<file path="src/rtl/core/dseg_pkg.sv">
`default_nettype none
package dseg_pkg;

    localparam logic [3:0] TOP_ADDRESS   = 4'd8;
    localparam logic [7:0] MINUS_PATTERN = 8'h01;
    // ceil(2^35 / 10): floor(x * RECIP_10 / 2^35) == x / 10 for any 32-bit x
    localparam logic [31:0] RECIP_10     = 32'hCCCC_CCCD;

    typedef struct packed {
        logic signed [31:0] value;
        logic               show_zeros;
        logic [3:0]         field_length;
        logic [2:0]         position;
    } t_in_item;

    typedef struct packed {
        logic [3:0] reg_address;
        logic [7:0] seg_pattern;
        logic       last;
    } t_out_item;

    typedef enum logic [2:0] {
        ST_IDLE,
        ST_SIGN,
        ST_MUL,
        ST_SUB,
        ST_EMIT
    } t_state;

    typedef struct packed {
        logic load;
        logic mul;
        logic sub;
        logic emit_sign;
        logic emit_digit;
    } t_ctrl_cmd;

    typedef struct packed {
        logic in_len_zero;
        logic in_neg;
        logic dlen_zero;
        logic ext_done;
        logic emit_last;
        logic out_free;
    } t_ctrl_stat;

    // bit layout DP A B C D E F G
    function automatic logic [7:0] seg_lookup(input logic [3:0] d);
        logic [7:0] p;
        case (d)
            4'd0:    p = 8'b0111_1110;
            4'd1:    p = 8'b0011_0000;
            4'd2:    p = 8'b0110_1101;
            4'd3:    p = 8'b0111_1001;
            4'd4:    p = 8'b0011_0011;
            4'd5:    p = 8'b0101_1011;
            4'd6:    p = 8'b0101_1111;
            4'd7:    p = 8'b0111_0000;
            4'd8:    p = 8'b0111_1111;
            4'd9:    p = 8'b0111_1011;
            default: p = 8'b0000_0000;
        endcase
        return p;
    endfunction

endpackage
`default_nettype wire

</file>
<file path="src/rtl/core/decimal_to_seven_segment_writes_core.sv">
`default_nettype none
// Channel   Signals                      Content
// input     i_valid / o_ready / i_data   value, show_zeros, field_length, position
// output    o_valid / i_ready / o_data   reg_address, seg_pattern, last (one write per item)
// config    psel penable pwrite paddr    digit_count at byte address 0
//
// One item: accepted in ST_IDLE, then the minus sign if negative (ST_SIGN), then each
// digit through the shared divide-by-ten (reciprocal multiply in ST_MUL, then remainder
// in ST_SUB), then each digit written in ST_EMIT, most significant first.
// Writes leave through a single output register; a stalled output holds the sequencer.
// Reset (synchronous, active low) returns digit_count to 8 and empties the output.
// An item whose clamped length is zero is taken in ST_IDLE and gives no write.
module decimal_to_seven_segment_writes_core #(
    parameter int unsigned MAX_DIGITS = 8
) (
    input  wire                  i_clk,
    input  wire                  i_rst_n,
    input  wire                  i_valid,
    output logic                 o_ready,
    input  dseg_pkg::t_in_item   i_data,
    output logic                 o_valid,
    input  wire                  i_ready,
    output dseg_pkg::t_out_item  o_data,
    input  wire                  psel,
    input  wire                  penable,
    input  wire                  pwrite,
    input  wire [2:0]            paddr,
    input  wire [31:0]           pwdata,
    output logic [31:0]          prdata,
    output logic                 pready
);

    logic [3:0] r_digit_count;
    logic       reg_hit;

    assign reg_hit = (paddr[2] == 1'b0);
    assign pready  = 1'b1;
    assign prdata  = reg_hit ? {28'd0, r_digit_count} : 32'd0;

    always_ff @(posedge i_clk) begin
        if (!i_rst_n) begin
            r_digit_count <= 4'd8;
        end else if (psel && penable && pwrite && reg_hit) begin
            r_digit_count <= pwdata[3:0];
        end
    end

    dseg_pkg::t_ctrl_cmd  cmd;
    dseg_pkg::t_ctrl_stat stat;

    dseg_ctrl u_ctrl (
        .i_clk      (i_clk),
        .i_rst_n    (i_rst_n),
        .i_in_valid (i_valid),
        .i_stat     (stat),
        .o_in_ready (o_ready),
        .o_cmd      (cmd)
    );

    dseg_datapath #(
        .MAX_DIGITS (MAX_DIGITS)
    ) u_datapath (
        .i_clk         (i_clk),
        .i_rst_n       (i_rst_n),
        .i_digit_count (r_digit_count),
        .i_item        (i_data),
        .i_cmd         (cmd),
        .o_stat        (stat),
        .o_out_valid   (o_valid),
        .i_out_ready   (i_ready),
        .o_out_item    (o_data)
    );

endmodule
`default_nettype wire

</file>
<file path="src/rtl/core/dseg_ctrl.sv">
`default_nettype none
module dseg_ctrl (
    input  wire                   i_clk,
    input  wire                   i_rst_n,
    input  wire                   i_in_valid,
    input  dseg_pkg::t_ctrl_stat  i_stat,
    output logic                  o_in_ready,
    output dseg_pkg::t_ctrl_cmd   o_cmd
);

    dseg_pkg::t_state r_state;
    dseg_pkg::t_state n_state;

    always_ff @(posedge i_clk) begin
        if (!i_rst_n) begin
            r_state <= dseg_pkg::ST_IDLE;
        end else begin
            r_state <= n_state;
        end
    end

    always_comb begin
        n_state = r_state;
        case (r_state)
            dseg_pkg::ST_IDLE: begin
                if (i_in_valid && !i_stat.in_len_zero) begin
                    n_state = i_stat.in_neg ? dseg_pkg::ST_SIGN : dseg_pkg::ST_MUL;
                end
            end
            dseg_pkg::ST_SIGN: begin
                if (i_stat.out_free) begin
                    n_state = i_stat.dlen_zero ? dseg_pkg::ST_IDLE : dseg_pkg::ST_MUL;
                end
            end
            dseg_pkg::ST_MUL: begin
                n_state = dseg_pkg::ST_SUB;
            end
            dseg_pkg::ST_SUB: begin
                n_state = i_stat.ext_done ? dseg_pkg::ST_EMIT : dseg_pkg::ST_MUL;
            end
            dseg_pkg::ST_EMIT: begin
                if (i_stat.out_free && i_stat.emit_last) begin
                    n_state = dseg_pkg::ST_IDLE;
                end
            end
            default: begin
                n_state = dseg_pkg::ST_IDLE;
            end
        endcase
    end

    always_comb begin
        o_in_ready = 1'b0;
        o_cmd      = '0;
        case (r_state)
            dseg_pkg::ST_IDLE: begin
                o_in_ready = 1'b1;
                o_cmd.load = i_in_valid;
            end
            dseg_pkg::ST_SIGN: begin
                o_cmd.emit_sign = i_stat.out_free;
            end
            dseg_pkg::ST_MUL: begin
                o_cmd.mul = 1'b1;
            end
            dseg_pkg::ST_SUB: begin
                o_cmd.sub = 1'b1;
            end
            dseg_pkg::ST_EMIT: begin
                o_cmd.emit_digit = i_stat.out_free;
            end
            default: begin
                o_cmd = '0;
            end
        endcase
    end

endmodule
`default_nettype wire

</file>
<file path="src/rtl/core/dseg_datapath.sv">
`default_nettype none
module dseg_datapath #(
    parameter int unsigned MAX_DIGITS = 8
) (
    input  wire                   i_clk,
    input  wire                   i_rst_n,
    input  wire [3:0]             i_digit_count,
    input  dseg_pkg::t_in_item    i_item,
    input  dseg_pkg::t_ctrl_cmd   i_cmd,
    output dseg_pkg::t_ctrl_stat  o_stat,
    output logic                  o_out_valid,
    input  wire                   i_out_ready,
    output dseg_pkg::t_out_item   o_out_item
);

    localparam int unsigned CW = $clog2(MAX_DIGITS + 1);
    localparam int unsigned IW = (MAX_DIGITS > 1) ? $clog2(MAX_DIGITS) : 1;

    // field clamping on the incoming item
    logic [3:0]  dc_eff;
    logic [3:0]  pos_eff;
    logic [4:0]  span;
    logic [3:0]  len_c;
    logic [3:0]  dlen_c;
    logic        in_neg;
    logic [31:0] in_mag;

    always_comb begin
        if (i_digit_count == 4'd0 || i_digit_count > 4'(MAX_DIGITS)) begin
            dc_eff = 4'(MAX_DIGITS);
        end else begin
            dc_eff = i_digit_count;
        end
        if ({1'b0, i_item.position} >= dc_eff) begin
            pos_eff = dc_eff - 4'd1;
        end else begin
            pos_eff = {1'b0, i_item.position};
        end
        span = {1'b0, pos_eff} + {1'b0, i_item.field_length};
        if (span > {1'b0, dc_eff}) begin
            len_c = dc_eff - pos_eff;
        end else begin
            len_c = i_item.field_length;
        end
        in_neg = i_item.value[31];
        in_mag = in_neg ? (32'd0 - 32'(i_item.value)) : 32'(i_item.value);
        dlen_c = in_neg ? (len_c - 4'd1) : len_c;
    end

    logic [31:0]   r_mag;
    logic [31:0]   r_q;
    logic [3:0]    r_digs [MAX_DIGITS];
    logic [CW-1:0] r_dlen;
    logic [CW-1:0] r_cnt;
    logic [3:0]    r_addr;
    logic          r_show;
    logic          r_out_valid;
    dseg_pkg::t_out_item r_out;

    logic [63:0]   prod;
    logic [31:0]   rem;
    logic [CW-1:0] cnt_dec;
    logic [3:0]    cur_dig;
    logic          blank;
    logic          out_free;

    assign prod    = r_mag * dseg_pkg::RECIP_10;
    // mag - 10*q, with 10*q as 8q + 2q
    assign rem     = r_mag - {r_q[28:0], 3'b000} - {r_q[30:0], 1'b0};
    assign cnt_dec = r_cnt - CW'(1);
    assign cur_dig = r_digs[cnt_dec[IW-1:0]];
    // zeros ahead of the first nonzero digit go dark, never the final one
    assign blank   = !r_show && (cur_dig == 4'd0) && (r_cnt != CW'(1));
    assign out_free = !r_out_valid || i_out_ready;

    always_ff @(posedge i_clk) begin
        if (i_cmd.load) begin
            r_mag  <= in_mag;
            r_dlen <= CW'(dlen_c);
            r_cnt  <= '0;
            r_addr <= dseg_pkg::TOP_ADDRESS - pos_eff;
            r_show <= i_item.show_zeros;
        end
        if (i_cmd.mul) begin
            r_q <= {3'b000, prod[63:35]};
        end
        if (i_cmd.sub) begin
            r_digs[r_cnt[IW-1:0]] <= rem[3:0];
            r_mag <= r_q;
            r_cnt <= r_cnt + CW'(1);
        end
        if (i_cmd.emit_sign) begin
            r_out.reg_address <= r_addr;
            r_out.seg_pattern <= dseg_pkg::MINUS_PATTERN;
            r_out.last        <= (r_dlen == '0);
            r_addr            <= r_addr - 4'd1;
        end
        if (i_cmd.emit_digit) begin
            r_out.reg_address <= r_addr;
            r_out.seg_pattern <= blank ? 8'h00 : dseg_pkg::seg_lookup(cur_dig);
            r_out.last        <= (r_cnt == CW'(1));
            r_addr            <= r_addr - 4'd1;
            r_cnt             <= cnt_dec;
            if (cur_dig != 4'd0) begin
                r_show <= 1'b1;
            end
        end
    end

    always_ff @(posedge i_clk) begin
        if (!i_rst_n) begin
            r_out_valid <= 1'b0;
        end else if (i_cmd.emit_sign || i_cmd.emit_digit) begin
            r_out_valid <= 1'b1;
        end else if (i_out_ready) begin
            r_out_valid <= 1'b0;
        end
    end

    always_comb begin
        o_stat.in_len_zero = (len_c == 4'd0);
        o_stat.in_neg      = in_neg;
        o_stat.dlen_zero   = (r_dlen == '0);
        o_stat.ext_done    = ({1'b0, r_cnt} + {{CW{1'b0}}, 1'b1}) == {1'b0, r_dlen};
        o_stat.emit_last   = (r_cnt == CW'(1));
        o_stat.out_free    = out_free;
    end

    assign o_out_valid = r_out_valid;
    assign o_out_item  = r_out;

endmodule
`default_nettype wire

</file>
<file path="config.mk">
export PLATFORM = sky130hd
export DESIGN_NAME = decimal_to_seven_segment_writes_core
export DESIGN_NICKNAME = d
export VERILOG_FILES = /design/src/rtl/core/dseg_pkg.sv /design/src/rtl/core/decimal_to_seven_segment_writes_core.sv /design/src/rtl/core/dseg_ctrl.sv /design/src/rtl/core/dseg_datapath.sv
export SDC_FILE = /design/constraint.sdc
export NUM_CORES = 1
export LEC_CHECK = 0
export BUFFER_PORTS_ARGS = -buffer_cell sky130_fd_sc_hd__clkbuf_2
export CAP_MARGIN = 20
export CORE_MARGIN = 2
export CORE_UTILIZATION = 60
export CTS_CLUSTER_DIAMETER = 200
export DETAILED_ROUTE_END_ITERATION = 8
export PLACE_DENSITY_LB_ADDON = 0.1
export SETUP_SLACK_MARGIN = 0.02
export SYNTH_ARGS = -nofsm -noshare
export SYNTH_HDL_FRONTEND = slang
export SYNTH_SLANG_ARGS = --single-unit
</file>
<file path="constraint.sdc">
create_clock -name i_clk -period 7.97 [get_ports i_clk]
set_clock_uncertainty 0.1 [all_clocks]
set_input_delay 0.797 -clock i_clk [delete_from_list [all_inputs] [get_ports i_clk]]
set_output_delay 0.797 -clock i_clk [all_outputs]
set_load 0.01 [all_outputs]
</file>
======== Word-level counts from Yosys, hierarchy flattened ========
Memory sizes are Yosys's and may differ from the RTL's.
Index checks and enable logic that the tools add are counted.
storage, ports and cells
  register bits after elaboration ......... 95
  memory bits (writable) .................. 32
  ROM bits ................................ 112
  output and inout bits ................... 48
  word-level logic and storage cells ...... 104
  memories ................................ 2
memory list
  name               depth  width  rd ports  clocked after Yosys merged registers in  write ports  line                 RTL
  (name not given)   16     7      1         0                                        0            dseg_pkg.sv:50       case (d)
  u_datapath.r_digs  8      4      1         0                                        1            dseg_datapath.sv:52  logic [3:0] r_digs [MAX_DIGITS];
operators by class
  add/sub/neg operators ................... 12
  multipliers ............................. 1
  magnitude comparators ................... 3
  equal/unequal tests ..................... 10
  muxes and demuxes ....................... 37
  bitwise operators ....................... 1
  reductions and logical operators ........ 25
operators with widths
  kind                      count
  $mul A32 B32 Y64 const B  1
  $mux W32                  2
  $mux W4                   11
  $sub A1 B32 Y32 const A   1
  $mux W29                  1
  $mux W13                  2
  $logic_not A4 Y1          4
  $sub A4 B1 Y4 const B     4
  $pmux W3 S5               1
  $mux W1                   13
  $mux W3                   4
  $sub A4 B4 Y4             3
  $mux W8                   1
  $logic_and A1 B1 Y1       7
  $eq A3 B2 Y1 const B      2
  $ne A2 B1 Y1 const B      3
  $reduce_bool A2 Y1        3
  $reduce_bool A3 Y1        2
  $add A4 B1 Y5 const B     1
  $add A4 B4 Y5             1
  $eq A5 B4 Y1              1
  $gt A5 B4 Y1              1
  $add A4 B1 Y4 const B     1
  $eq A4 B1 Y1 const B      1
  13 further kinds          18

======== Longest topological paths before layout ========
Gate-level depths: netlist of the first run.
  depth in word-level cells ............... 13
  mapped depth ............................ 26
  depth with buffers taken out ............ 26

======== Cells and area by module ========
From an unflattened synthesis of the first run, not the netlist that was laid out.
second synthesis, totals
  cells, all modules ...................... 2,225
  area total of the unflattened synthesis .. 23,269.8 um2
modules (own cells, without submodules)
  module                                instances  cells each  area each (um2)  seq. area each (um2)
  dseg_datapath                         1          2,146       22,606.7         3,553.4
  decimal_to_seven_segment_writes_core  1          53          431.7            80.1
  dseg_ctrl                             1          26          231.5            60.1

======== Worst setup path before layout of the first run ========
No wires, ideal clock.
  path type ............................... flip-flop to flip-flop
  start ................................... register u_datapath.r_mag[18]
  end ..................................... register u_datapath.r_q[16], data pin
  setup time .............................. 0.265 ns
  data arrival time ....................... 6.668 ns
  setup slack ............................. 0.937 ns
  cell stages (with the launch flop) ...... 25
  path buffers ............................ 0
  period minus slack after synthesis ...... 7.033 ns
  path through ............................ edfxtp_1 > ha_1 > inv_1 > fa_1 > inv_1 > fa_1 > inv_1 > fa_1 > inv_1 > fa_1 > fa_1 > fa_1 > inv_1 > fa_1 > inv_1 > ha_1 > nand2_1 > nor3_1 > o311ai_0 > a211oi_1 > a21oi_1 > a31oi_1 > a31oi_1 > o21ai_0 > xor2_1
on the way
  cells in the longest elaborated chain, start to end .. 1
ends and longest elaborated chain
  element                  line                 RTL
  from (decl)              dseg_datapath.sv:50  logic [31:0] r_mag;
  from (signal assigned)   dseg_datapath.sv:78  r_mag <= in_mag;
  from (signal assigned)   dseg_datapath.sv:89  r_mag <= r_q;
  $mul A32 B32 Y64         dseg_datapath.sv:67  assign prod = r_mag * dseg_pkg::RECIP_10;
  net u_datapath.prod[51]  dseg_datapath.sv:60  logic [63:0] prod;
  to (signal assigned)     dseg_datapath.sv:85  r_q <= {3'b000, prod[63:35]};
  to (decl)                dseg_datapath.sv:51  logic [31:0] r_q;
The timed path passes the listed nets, and every way through them passes these cells.
A chain may end at the register's enable or synchronous reset.

======== Worst setup path after layout of the first run ========
  start ................................... register u_datapath.r_mag[20]
  end ..................................... register u_datapath.r_q[27], data pin
The elaborated chain is that of the path after synthesis.

==> results of run 1 <==
metrics by stage:
step / hold slack (ps) / utilization / instance area, sq um
detailed placement: 381 / 0.643 / 24800
global route: 413 / 0.663 / 25600
finish: 387 / 0.663 / 25600
floorplan: 349 / - / 23600
CTS: 391 / 0.658 / 25400
global placement: 375 / 0.643 / 24800
critical path: stages (launching register included):
cell      delay, ps
edfxtp_1        630
ha_1            420
inv_1            90
fa_1            520
inv_1            50
fa_1            490
fa_1            520
fa_1            600
fa_1            440
fa_1            530
fa_1            430
ha_1            340
buf_4           190
nand4_1          90
o221ai_1        150
a221oi_2        300
a21boi_0        170
buf_4           180
nor4_2          330
buf_4           170
nand2b_1        160
o21ai_0         120
a31oi_1         220
xnor2_1         110
cell families (layout without fill, tap and decap cells):
kind of cell / count (synthesis) / after routing / synth area share
compound gates: 310 / 310 / 0.0836
flops: 126 / 126 / 0.157
mux: 21 / 21 / 0.0133
fa+ha+maj: 769 / 769 / 0.534
xor+xnor: 125 / 125 / 0.0466
other cells: 2 / 31 / 0.000320
buf+inv: 626 / 759 / 0.105
simple gates: 286 / 286 / 0.0600
synth_stat cells, drive strengths merged, types with 33 or more instances:
cell type	instances	share of area
inv	562	0.090
nand2	105	0.017
a21o	64	0.020
fa	389	0.33
nor2	42	0.0067
a21oi	86	0.018
buf	33	0.010
ha	380	0.20
xnor2	49	0.018
o21ai	81	0.017
edfxtp	117	0.15
xor2	76	0.028
worst min path at each step:
stage                                               from                                   to  slack, ps  depth (start not counted)
after floorplan           u_datapath.r_addr[3]$_DFFE_PP_  u_datapath.o_out_item[12]$_DFFE_PP_        350                          0
after global placement         u_datapath.r_show$_DFF_P_            u_datapath.r_show$_DFF_P_        370                          2
after detailed placement       u_datapath.r_show$_DFF_P_            u_datapath.r_show$_DFF_P_        380                          2
after CTS                      u_datapath.r_show$_DFF_P_            u_datapath.r_show$_DFF_P_        390                          2
after global routing      u_datapath.r_addr[3]$_DFFE_PP_  u_datapath.o_out_item[12]$_DFFE_PP_        410                          0
final                          u_datapath.r_show$_DFF_P_            u_datapath.r_show$_DFF_P_        390                          2
timing repair:
item	in CTS	in global routing
gates resized for setup	1	18
buffers inserted	0	16
gates cloned	0	0
setup endpoints to repair	1	16
hold buffers	0	0
pin swaps	0	1
routing by layer:
layer / wire, um / up-vias / track usage / share of wire
met5: 18 / - / 0 / 0.00028
met4: 1790 / 4 / 0.0851 / 0.028
met3: 6340 / 103 / 0.0951 / 0.10
met2: 28800 / 626 / 0.505 / 0.45
met1: 26500 / 8213 / 0.459 / 0.42
li1: - / 7537 / - / -
final cells by class:
| type | count | area [sq um] | area share |
|---|---|---|---|
| sequential | 126 | 3690 | 0.144 |
| tap | 518 | 648 | 0.0253 |
| inverter | 562 | 2110 | 0.0823 |
| clock inverter | 15 | 168 | 0.00654 |
| clock buffer | 17 | 425 | 0.0166 |
| multi-input combinational | 1542 | 17500 | 0.684 |
| timing repair buffer | 165 | 1070 | 0.0416 |
state kept, by name, summed over array words and instances (netlist names), 3 cells and up:
| name | count |
|---|---|
| u_datapath.r_dlen | 4 |
| u_datapath.o_out_item | 12 |
| u_ctrl.r_state | 3 |
| u_datapath.r_digs | 32 |
| u_datapath.r_mag | 32 |
| r_digit_count | 4 |
| u_datapath.r_cnt | 4 |
| u_datapath.r_q | 29 |
| u_datapath.r_addr | 4 |
==> summary.md, run 1 <==
| Metric | Value |
|---|---|
| Max Slew Vio Count | `0` |
| Least-Margin Pin Slew | `~990 ps` |
| Final setup vio count | `0` |
| Drt pass-1 iters | `7` |
| CP startpoint kind | `flop` |
| DP Cell Count | `a little under 3000` |
| GR Overflow Total | `0` |
| Fin worst setup slack | `roughly 330 ps` |
| Yosys warns | `0` |
| I/O pin count | `130` |
| Post-synth EDFFs | `117` |
| Avg WL per Cell | `21.5 um` |
| Worst slack, placed | `approximately 40 ps` |
| Fraction of registers with async set/reset | `0` |
| Min Tclk post-route | `7640 ps` |
| R2r worst-path depth | `23` |
| Critical path capture point type | `flop` |
| Htree depth | `4` |
| Ant diodes | `0` |
| Core area | `0.0386 sq mm` |
| Filler instances | `3115` |
| Sequential element share of the synthesized area | `0.157` |
| Synth Register Bits | `126` |
| RSZ-0062 raised after global routing | `yes` |
| Reg2reg end | `u_datapath.r_q[27]$_DFFE_PP_` |
| Hold crit path type | `reg2reg` |
| Setup TNS | `0 ps` |
| Distinct cells, synth | `62` |
| Die height | `202 um` |
| DRT iter0 DRCs | `1370` |
| Drt total wl | `63400 um` |
| Global placement routability congestion | `0.992` |
| Slew Limit Headroom | `0.338` |
| Commonest non-fill, non-tap cell in the layout | `inv_1` |
| Routed vias/inst | `roughly 5.6` |
| Worst setup path endpoint | `u_datapath.r_q[27]$_DFFE_PP_` |
| CTS tree | `yes` |
| CTS max path bufs | `2` |
| Layout cells sized above 1 | `0.0964` |
| Die footprint | `0.0407 sq mm` |
| Initial Util | `0.608` |
| Vias | `about 16000` |
| Initial antenna violation count | `2` |
| Fmax | `131 MHz` |
| Vias in the first global route | `between 15000 and 20000` |
| Crit Path Max Fanout | `7` |
| Critical setup path kind | `reg2reg` |
| Row cnt | `slightly above 70` |
| Post-DP HPWL | `between 50000 and 60000 um` |
| Clk root buf | `clkbuf_16` |
| Mapped Area | `0.0235 sq mm` |
| Max cap viols | `0` |
| CTS Buf Count | `17` |
| Largest net degree at the start of global routing | `65` |
| R2R setup slack | `330 ps` |
| Main flop type after synthesis | `edfxtp_1` |
| Reg2reg start | `u_datapath.r_mag[20]$_DFFE_PP_` |
| Period Utilization, post-route | `0.958` |
| Worst skew pair latency | `roughly 430 ps` |
| Final Hold Fails | `0` |
| CTS sink cnt | `between 100 and 150` |
| Worst Path Arrival | `7710 ps` |
| Global-route wire length before repair | `99500 um` |
| Outcome | `completed` |
| Die width | `202 um` |
| Worst Setup SP | `u_datapath.r_mag[20]$_DFFE_PP_` |
| Layout area overhead | `9.18%` |
| Synth Instances | `2265` |
| Final ANT Viol Nets | `0` |
| Nets | `roughly 3300` |
| Total track usage | `0.328` |
| Commonest cells after routing, fill and taps aside | `562 x inv_1, 389 x fa_1, 372 x ha_1` |
| Fin cells | `2945` |
| Req. time, crit path | `around 8100 ps` |
| Port Buf Inserts | `69` |
| DR DRC count | `0` |
| Average cell area after synthesis | `10.4 sq um` |
| Clock slew at reported path FFs | `70 ps` |
Power of run 1 is left out: the tool's default activity adds up to more than one toggle a clock period on the data nets, which glitch-free logic cannot reach.
==> run 2, diff against run 1 <==
--- a/config.mk
+++ b/config.mk
@@ -9,6 +9,7 @@
 export CAP_MARGIN = 20
 export CORE_MARGIN = 2
 export CORE_UTILIZATION = 60
+export CTS_BUF_LIST = sky130_fd_sc_hd__clkbuf_4
 export CTS_CLUSTER_DIAMETER = 200
 export DETAILED_ROUTE_END_ITERATION = 8
 export PLACE_DENSITY_LB_ADDON = 0.1
==> summary.md, run 2 (same netlist as run 1, synthesis figures left out) <==
| Metric | Value |
|---|---|
| Outcome | `completed (unchanged)` |
| GR Overflow Total | `0 (unchanged)` |
| Req. time, crit path | `8190 ps (was 8050 ps)` |
| Critical setup path kind | `reg2reg (unchanged)` |
| Worst setup path endpoint | `u_datapath.r_q[18]$_DFFE_PP_ (was u_datapath.r_q[27]$_DFFE_PP_)` |
| CTS max path bufs | `2 (unchanged)` |
| Least-Margin Pin Slew | `987 ps (was 993 ps)` |
| Max cap viols | `0 (unchanged)` |
| Max Slew Vio Count | `0 (unchanged)` |
| Min Tclk post-route | `7640 ps (about the same)` |
| Commonest non-fill, non-tap cell in the layout | `inv_1 (unchanged)` |
| Row cnt | `72 (unchanged)` |
| Final Hold Fails | `0 (unchanged)` |
| Worst Path Arrival | `7860 ps (was 7710 ps)` |
| Critical path capture point type | `flop (unchanged)` |
| Global placement routability congestion | `0.992 (unchanged)` |
| CTS sink cnt | `126 (unchanged)` |
| Worst path depth | `23 (unchanged)` |
| CTS tree | `yes (unchanged)` |
| Initial antenna violation count | `2 (unchanged)` |
| Total track usage | `0.326 (was 0.328)` |
| Commonest cells after routing, fill and taps aside | `562 x inv_1, 389 x fa_1, 374 x ha_1 (was 562 x inv_1, 389 x fa_1, 372 x ha_1)` |
| Worst skew pair latency | `580 ps (was 430 ps)` |
| Routed vias/inst | `5.58 (was 5.60)` |
| RSZ-0062 raised after global routing | `yes (unchanged)` |
| CP startpoint kind | `flop (unchanged)` |
| Drt pass-1 iters | `5 (was 7)` |
| Avg WL per Cell | `21.4 um (was 21.5 um)` |
| CTS Buf Count | `17 (unchanged)` |
| Vias | `16500 (about the same)` |
| Fin util | `0.656 (was 0.663)` |
| Max incr delay on CP | `580 ps (was 630 ps)` |
| Period Utilization, post-route | `0.958 (about the same)` |
| Port Buf Inserts | `69 (unchanged)` |
| Setup TNS | `0 ps (unchanged)` |
| Reg2reg end | `u_datapath.r_q[18]$_DFFE_PP_ (was u_datapath.r_q[27]$_DFFE_PP_)` |
| Clk root buf | `clkbuf_4 (was clkbuf_16)` |
| Clock slew at reported path FFs | `130 ps (was 70 ps)` |
| Final Instance Area | `0.0254 sq mm (was 0.0256 sq mm)` |
| Final ANT Viol Nets | `0 (unchanged)` |
| Hold_buf cts | `0 (unchanged)` |
| Worst path slowest cell | `edfxtp_1 (unchanged)` |
| Layout cells sized above 1 | `0.0963 (was 0.0964)` |
| Crit path buffers/inverters | `3 (was 5)` |
| Largest net degree at the start of global routing | `65 (unchanged)` |
| Crit path cell chain | `ha_1 > xor2_1 > ha_1 > or2_2 > fa_1 > fa_1 > fa_1 > fa_1 > fa_1 > inv_1 > fa_1 > inv_1 > ha_1 > and3_1 > nand4_1 > nor3_1 > buf_4 > nand4_1 > a221o_1 > a2111oi_2 > nor2_1 > o21ai_0 > xor2_1 (was ha_1 > inv_1 > fa_1 > inv_1 > fa_1 > fa_1 > fa_1 > fa_1 > fa_1 > fa_1 > ha_1 > buf_4 > nand4_1 > o221ai_1 > a221oi_2 > a21boi_0 > buf_4 > nor4_2 > buf_4 > nand2b_1 > o21ai_0 > a31oi_1 > xnor2_1)` |
| Htree depth | `4 (unchanged)` |
| Vias in the first global route | `17400 (was 17500)` |
| Die height | `202 um (unchanged)` |
| Largest delay share family, worst path | `adder cells (unchanged)` |
| Hold crit path type | `in2reg (was reg2reg)` |
| Worst Setup SP | `u_datapath.r_mag[1]$_DFFE_PP_ (was u_datapath.r_mag[20]$_DFFE_PP_)` |
| Layout area overhead | `8.01% (was 9.18%)` |
| R2r worst-path depth | `23 (unchanged)` |
| Drt total wl | `63100 um (was 63400 um)` |
| Filler instances | `3165 (was 3115)` |
| R2R setup slack | `330 ps (about the same)` |
| Worst slack, placed | `40.2 ps (unchanged)` |
| DRT iter0 DRCs | `1162 (was 1370)` |
| Post-DP HPWL | `56000 um (unchanged)` |
| Ant diodes | `0 (unchanged)` |
| Die footprint | `0.0407 sq mm (unchanged)` |
| Nets | `3268 (was 3265)` |
| Core area | `0.0386 sq mm (unchanged)` |
| Most used cell, CP | `fa_1 (unchanged)` |
| I/O pin count | `130 (unchanged)` |
| Die width | `202 um (unchanged)` |
| Initial Util | `0.608 (unchanged)` |
| Crit Path Max Fanout | `5 (was 7)` |
| Fmax | `131 MHz (about the same)` |
| Placed cell areas | `0.0248 sq mm (unchanged)` |
| Fin worst setup slack | `332 ps (was 335 ps)` |
| Global-route wire length before repair | `99000 um (was 99500 um)` |
| Reg2reg start | `u_datapath.r_mag[1]$_DFFE_PP_ (was u_datapath.r_mag[20]$_DFFE_PP_)` |
| Slew Limit Headroom | `0.342 (was 0.338)` |
| Final setup vio count | `0 (unchanged)` |
| DR DRC count | `0 (unchanged)` |
==> run 2: cell count changes in the layout (fill, tap and decap cells not counted) <==
cell / delta
nor4_4: +1
a21oi_1: +1
a21oi_2: -1
clkbuf_4: +17
ha_1: +2
nor4_2: -1
ha_2: -2
clkbuf_16: -17
buf_4: +3
==> run 2: worst register-to-register path, delay by kind of cell, from the launching register on <==
| family | cells | cell delay [ps] |
|---|---|---|
| flops | 1 | 580 |
| simple gates | 6 | 1160 |
| xor+xnor | 2 | 320 |
| fa+ha+maj | 9 | 3920 |
| compound gates | 3 | 1100 |
| buf+inv | 3 | 230 |
==> run 2: final cells by class <==
type | instances | area (sq um) | area share
sequential | 126 | 3690 | 0.146
clock buffer | 17 | 128 | 0.00503
multi-input combinational | 1542 | 17500 | 0.691
clock inverter | 15 | 168 | 0.00661
tap | 518 | 648 | 0.0256
inverter | 562 | 2110 | 0.0832
timing repair buffer | 168 | 1090 | 0.0429
==> run 2: worst min-delay path by stage <==
stage | to | start | slack [ps] | cells after the start
after floorplan | u_datapath.o_out_item[12]$_DFFE_PP_ | u_datapath.r_addr[3]$_DFFE_PP_ | 350 | 0
after global placement | u_datapath.r_show$_DFF_P_ | u_datapath.r_show$_DFF_P_ | 370 | 2
after detailed placement | u_datapath.r_show$_DFF_P_ | u_datapath.r_show$_DFF_P_ | 380 | 2
after CTS | r_digit_count[3]$_SDFFE_PN1P_ | i_rst_n | 250 | 2
after global routing | r_digit_count[3]$_SDFFE_PN1P_ | i_rst_n | 270 | 2
final | r_digit_count[3]$_SDFFE_PN1P_ | i_rst_n | 290 | 2
==> run 2: metal layers <==
metal / global-route usage / part of all wire
met5: 0 / 0.00029
met3: 0.0948 / 0.10
met4: 0.0822 / 0.028
met2: 0.503 / 0.45
met1: 0.456 / 0.42
==> run 2: repair_timing <==
action | in CTS | in global routing
gates cloned | 0 | 0
resized for setup | 1 | 16
hold endpoints to repair | 0 | 0
buffers inserted | 0 | 19
pin swaps | 0 | 1
endpoints found under the setup margin | 4 | 17
==> run 2: per-stage QoR <==
step,instances,hold slack (ps)
detailed placement,2897,381
global route,2948,269
finish,2948,290
global placement,2897,375
floorplan,2294,349
CTS,2929,251
Power of run 2 is left out for the same reason.
==> run 3, diff against run 2 <==
==> constraint.sdc (replaced) <==
create_clock -name i_clk -period 7.4 [get_ports i_clk]
set_clock_uncertainty 0.1 [all_clocks]
set_input_delay 0.74 -clock i_clk [delete_from_list [all_inputs] [get_ports i_clk]]
set_output_delay 0.74 -clock i_clk [all_outputs]
set_load 0.01 [all_outputs]
==> summary.md, run 3 (same netlist as run 1, synthesis figures left out) <==
| Metric | Value |
|---|---|
| Crit Path Max Fanout | `4 (was 5)` |
| Routed vias/inst | `5.47 (was 5.58)` |
| Die width | `202 um (unchanged)` |
| Die height | `202 um (unchanged)` |
| Global placement routability congestion | `0.984 (was 0.992)` |
| CTS tree | `yes (unchanged)` |
| Global-route wire length before repair | `105000 um (was 99000 um)` |
| Max cap viols | `0 (unchanged)` |
| Vias | `17100 (was 16500)` |
| Final ANT Viol Nets | `0 (unchanged)` |
| CTS sink cnt | `126 (unchanged)` |
| DRT iter0 DRCs | `1196 (was 1162)` |
| R2R setup slack | `20 ps (was 330 ps)` |
| Final setup vio count | `0 (unchanged)` |
| Hold crit path type | `in2reg (unchanged)` |
| Commonest cells after routing, fill and taps aside | `558 x inv_1, 378 x fa_1, 356 x ha_1 (was 562 x inv_1, 389 x fa_1, 374 x ha_1)` |
| Hold depth | `2 (unchanged)` |
| Final Instance Area | `0.0271 sq mm (was 0.0254 sq mm)` |
| Min Tclk post-route | `7380 ps (was 7640 ps)` |
| Initial Util | `0.608 (unchanged)` |
| Max Slew Vio Count | `0 (unchanged)` |
| Layout cells sized above 1 | `0.181 (was 0.0963)` |
| Worst Path Arrival | `7630 ps (was 7860 ps)` |
| Commonest non-fill, non-tap cell in the layout | `inv_1 (unchanged)` |
| R2r worst-path depth | `25 (was 23)` |
| RSZ-0062 raised after global routing | `yes (unchanged)` |
| Slew Limit Headroom | `0.346 (was 0.342)` |
| Htree depth | `4 (unchanged)` |
| CP startpoint kind | `flop (unchanged)` |
| Avg WL per Cell | `21.6 um (was 21.4 um)` |
| Row cnt | `72 (unchanged)` |
| Post-DP HPWL | `59900 um (was 56000 um)` |
| Nets | `3449 (was 3268)` |
| Reg2reg end | `u_datapath.r_q[18]$_DFFE_PP_ (unchanged)` |
| Vias in the first global route | `18200 (was 17400)` |
| Total track usage | `0.347 (was 0.326)` |
| Least-Margin Pin Slew | `982 ps (was 987 ps)` |
| I/O pin count | `130 (unchanged)` |
| Initial antenna violation count | `0 (was 2)` |
| Period Utilization, post-route | `0.998 (was 0.958)` |
| DR DRC count | `0 (unchanged)` |
| GR Overflow Total | `0 (unchanged)` |
| Drt total wl | `67600 um (was 63100 um)` |
| Req. time, crit path | `7650 ps (was 8190 ps)` |
| Layout area overhead | `15.4% (was 8.01%)` |
| Critical path capture point type | `flop (unchanged)` |
| Clk root buf | `clkbuf_4 (unchanged)` |
| Reg2reg start | `u_datapath.r_mag[16]$_DFFE_PP_ (was u_datapath.r_mag[1]$_DFFE_PP_)` |
| Clock slew at reported path FFs | `150 ps (was 130 ps)` |
| Critical setup path kind | `reg2reg (unchanged)` |
| Placed cell areas | `0.0262 sq mm (was 0.0248 sq mm)` |
| Die footprint | `0.0407 sq mm (unchanged)` |
| Fmax | `135 MHz (was 131 MHz)` |
| Hold_sp | `i_rst_n (unchanged)` |
| Core area | `0.0386 sq mm (unchanged)` |
| Drt pass-1 iters | `5 (unchanged)` |
| Hold path endpoint | `r_digit_count[3]$_SDFFE_PN1P_ (unchanged)` |
| Outcome | `completed (unchanged)` |
| Filler instances | `3004 (was 3165)` |
| Hold_buf cts | `0 (unchanged)` |
| Largest net degree at the start of global routing | `64 (was 65)` |
| CTS Buf Count | `17 (unchanged)` |
| Ant diodes | `0 (unchanged)` |
| Final Hold Fails | `0 (unchanged)` |
| Worst skew pair latency | `580 ps (about the same)` |
| CTS max path bufs | `2 (unchanged)` |
| Port Buf Inserts | `69 (unchanged)` |
==> run 3: cell types whose count changed in the layout (fill, tap and decap cells not counted), sizes merged <==
| cell | previous run | this run |
|---|---|---|
| clkinvlp | 1 | 2 |
| clkinv | 5 | 4 |
| buf | 99 | 280 |
==> run 3: metal layers <==
| layer | vias up | share of wire | track usage |
|---|---|---|---|
| met5 | - | 0 | 0 |
| met4 | 0 | 0.023 | 0.0790 |
| met3 | 78 | 0.086 | 0.0834 |
| met2 | 586 | 0.45 | 0.532 |
| met1 | 8558 | 0.44 | 0.501 |
| li1 | 7895 | - | - |
==> run 3: through the flow <==
step	worst slack (ps)	util	hold slack (ps)	setup TNS, ps	std cells
after floorplan	367	-	349	0	2294
after global placement	-339	0.677	374	-2680	3072
after detailed placement	-410	0.677	365	-3200	3072
after CTS	0.436	0.689	197	0	3115
after global routing	-87.3	0.701	211	-503	3129
final	16.7	0.701	237	0	3129
==> run 3: critical path, stage by stage, from the launching register on <==
cell and delay [ps]:
edfxtp_1 490, buf_4 180, ha_4 280, inv_1 70, fa_1 490, inv_1 50
fa_1 570, inv_2 60, fa_1 500, inv_1 60, fa_1 590, fa_1 440
fa_1 520, fa_1 460, ha_4 310, and3_1 150, nand4_1 140, nor3_2 220
buf_4 140, nand4_1 100, a221o_2 420, a2111oi_4 310, buf_4 150, nor2_1 60
o21ai_1 190, xor2_1 80
==> run 3: worst max-delay path by stage <==
| stage | end | cells after the start | start | slack (ps) |
|---|---|---|---|---|
| floorplan | u_datapath.r_q[16]$_DFFE_PP_ | 24 | u_datapath.r_mag[18]$_DFFE_PP_ | 370 |
| global placement | u_datapath.r_q[16]$_DFFE_PP_ | 25 | u_datapath.r_mag[17]$_DFFE_PP_ | -340 |
| detailed placement | u_datapath.r_q[16]$_DFFE_PP_ | 25 | u_datapath.r_mag[17]$_DFFE_PP_ | -410 |
| finish | u_datapath.r_q[18]$_DFFE_PP_ | 25 | u_datapath.r_mag[16]$_DFFE_PP_ | 20 |
| CTS | u_datapath.r_q[16]$_DFFE_PP_ | 22 | u_datapath.r_mag[21]$_DFFE_PP_ | 0.4 |
| global route | u_datapath.r_q[18]$_DFFE_PP_ | 25 | u_datapath.r_mag[16]$_DFFE_PP_ | -90 |
==> run 3: final cells by class <==
cell class | count | area (sq um) | share of cell area
multi-input combinational | 1542 | 17900 | 0.661
sequential | 126 | 3690 | 0.136
timing repair buffer | 349 | 2450 | 0.0904
inverter | 562 | 2110 | 0.0778
tap | 518 | 648 | 0.0239
clock inverter | 15 | 146 | 0.00540
clock buffer | 17 | 128 | 0.00471
==> run 3: timing repair <==
item | CTS | global route
pin swaps | 6 | 22
setup endpoints to repair | 21 | 22
buffers inserted | 11 | 14
cloned | 0 | 0
resized for setup | 23 | 69
Power of run 3 is left out for the same reason.
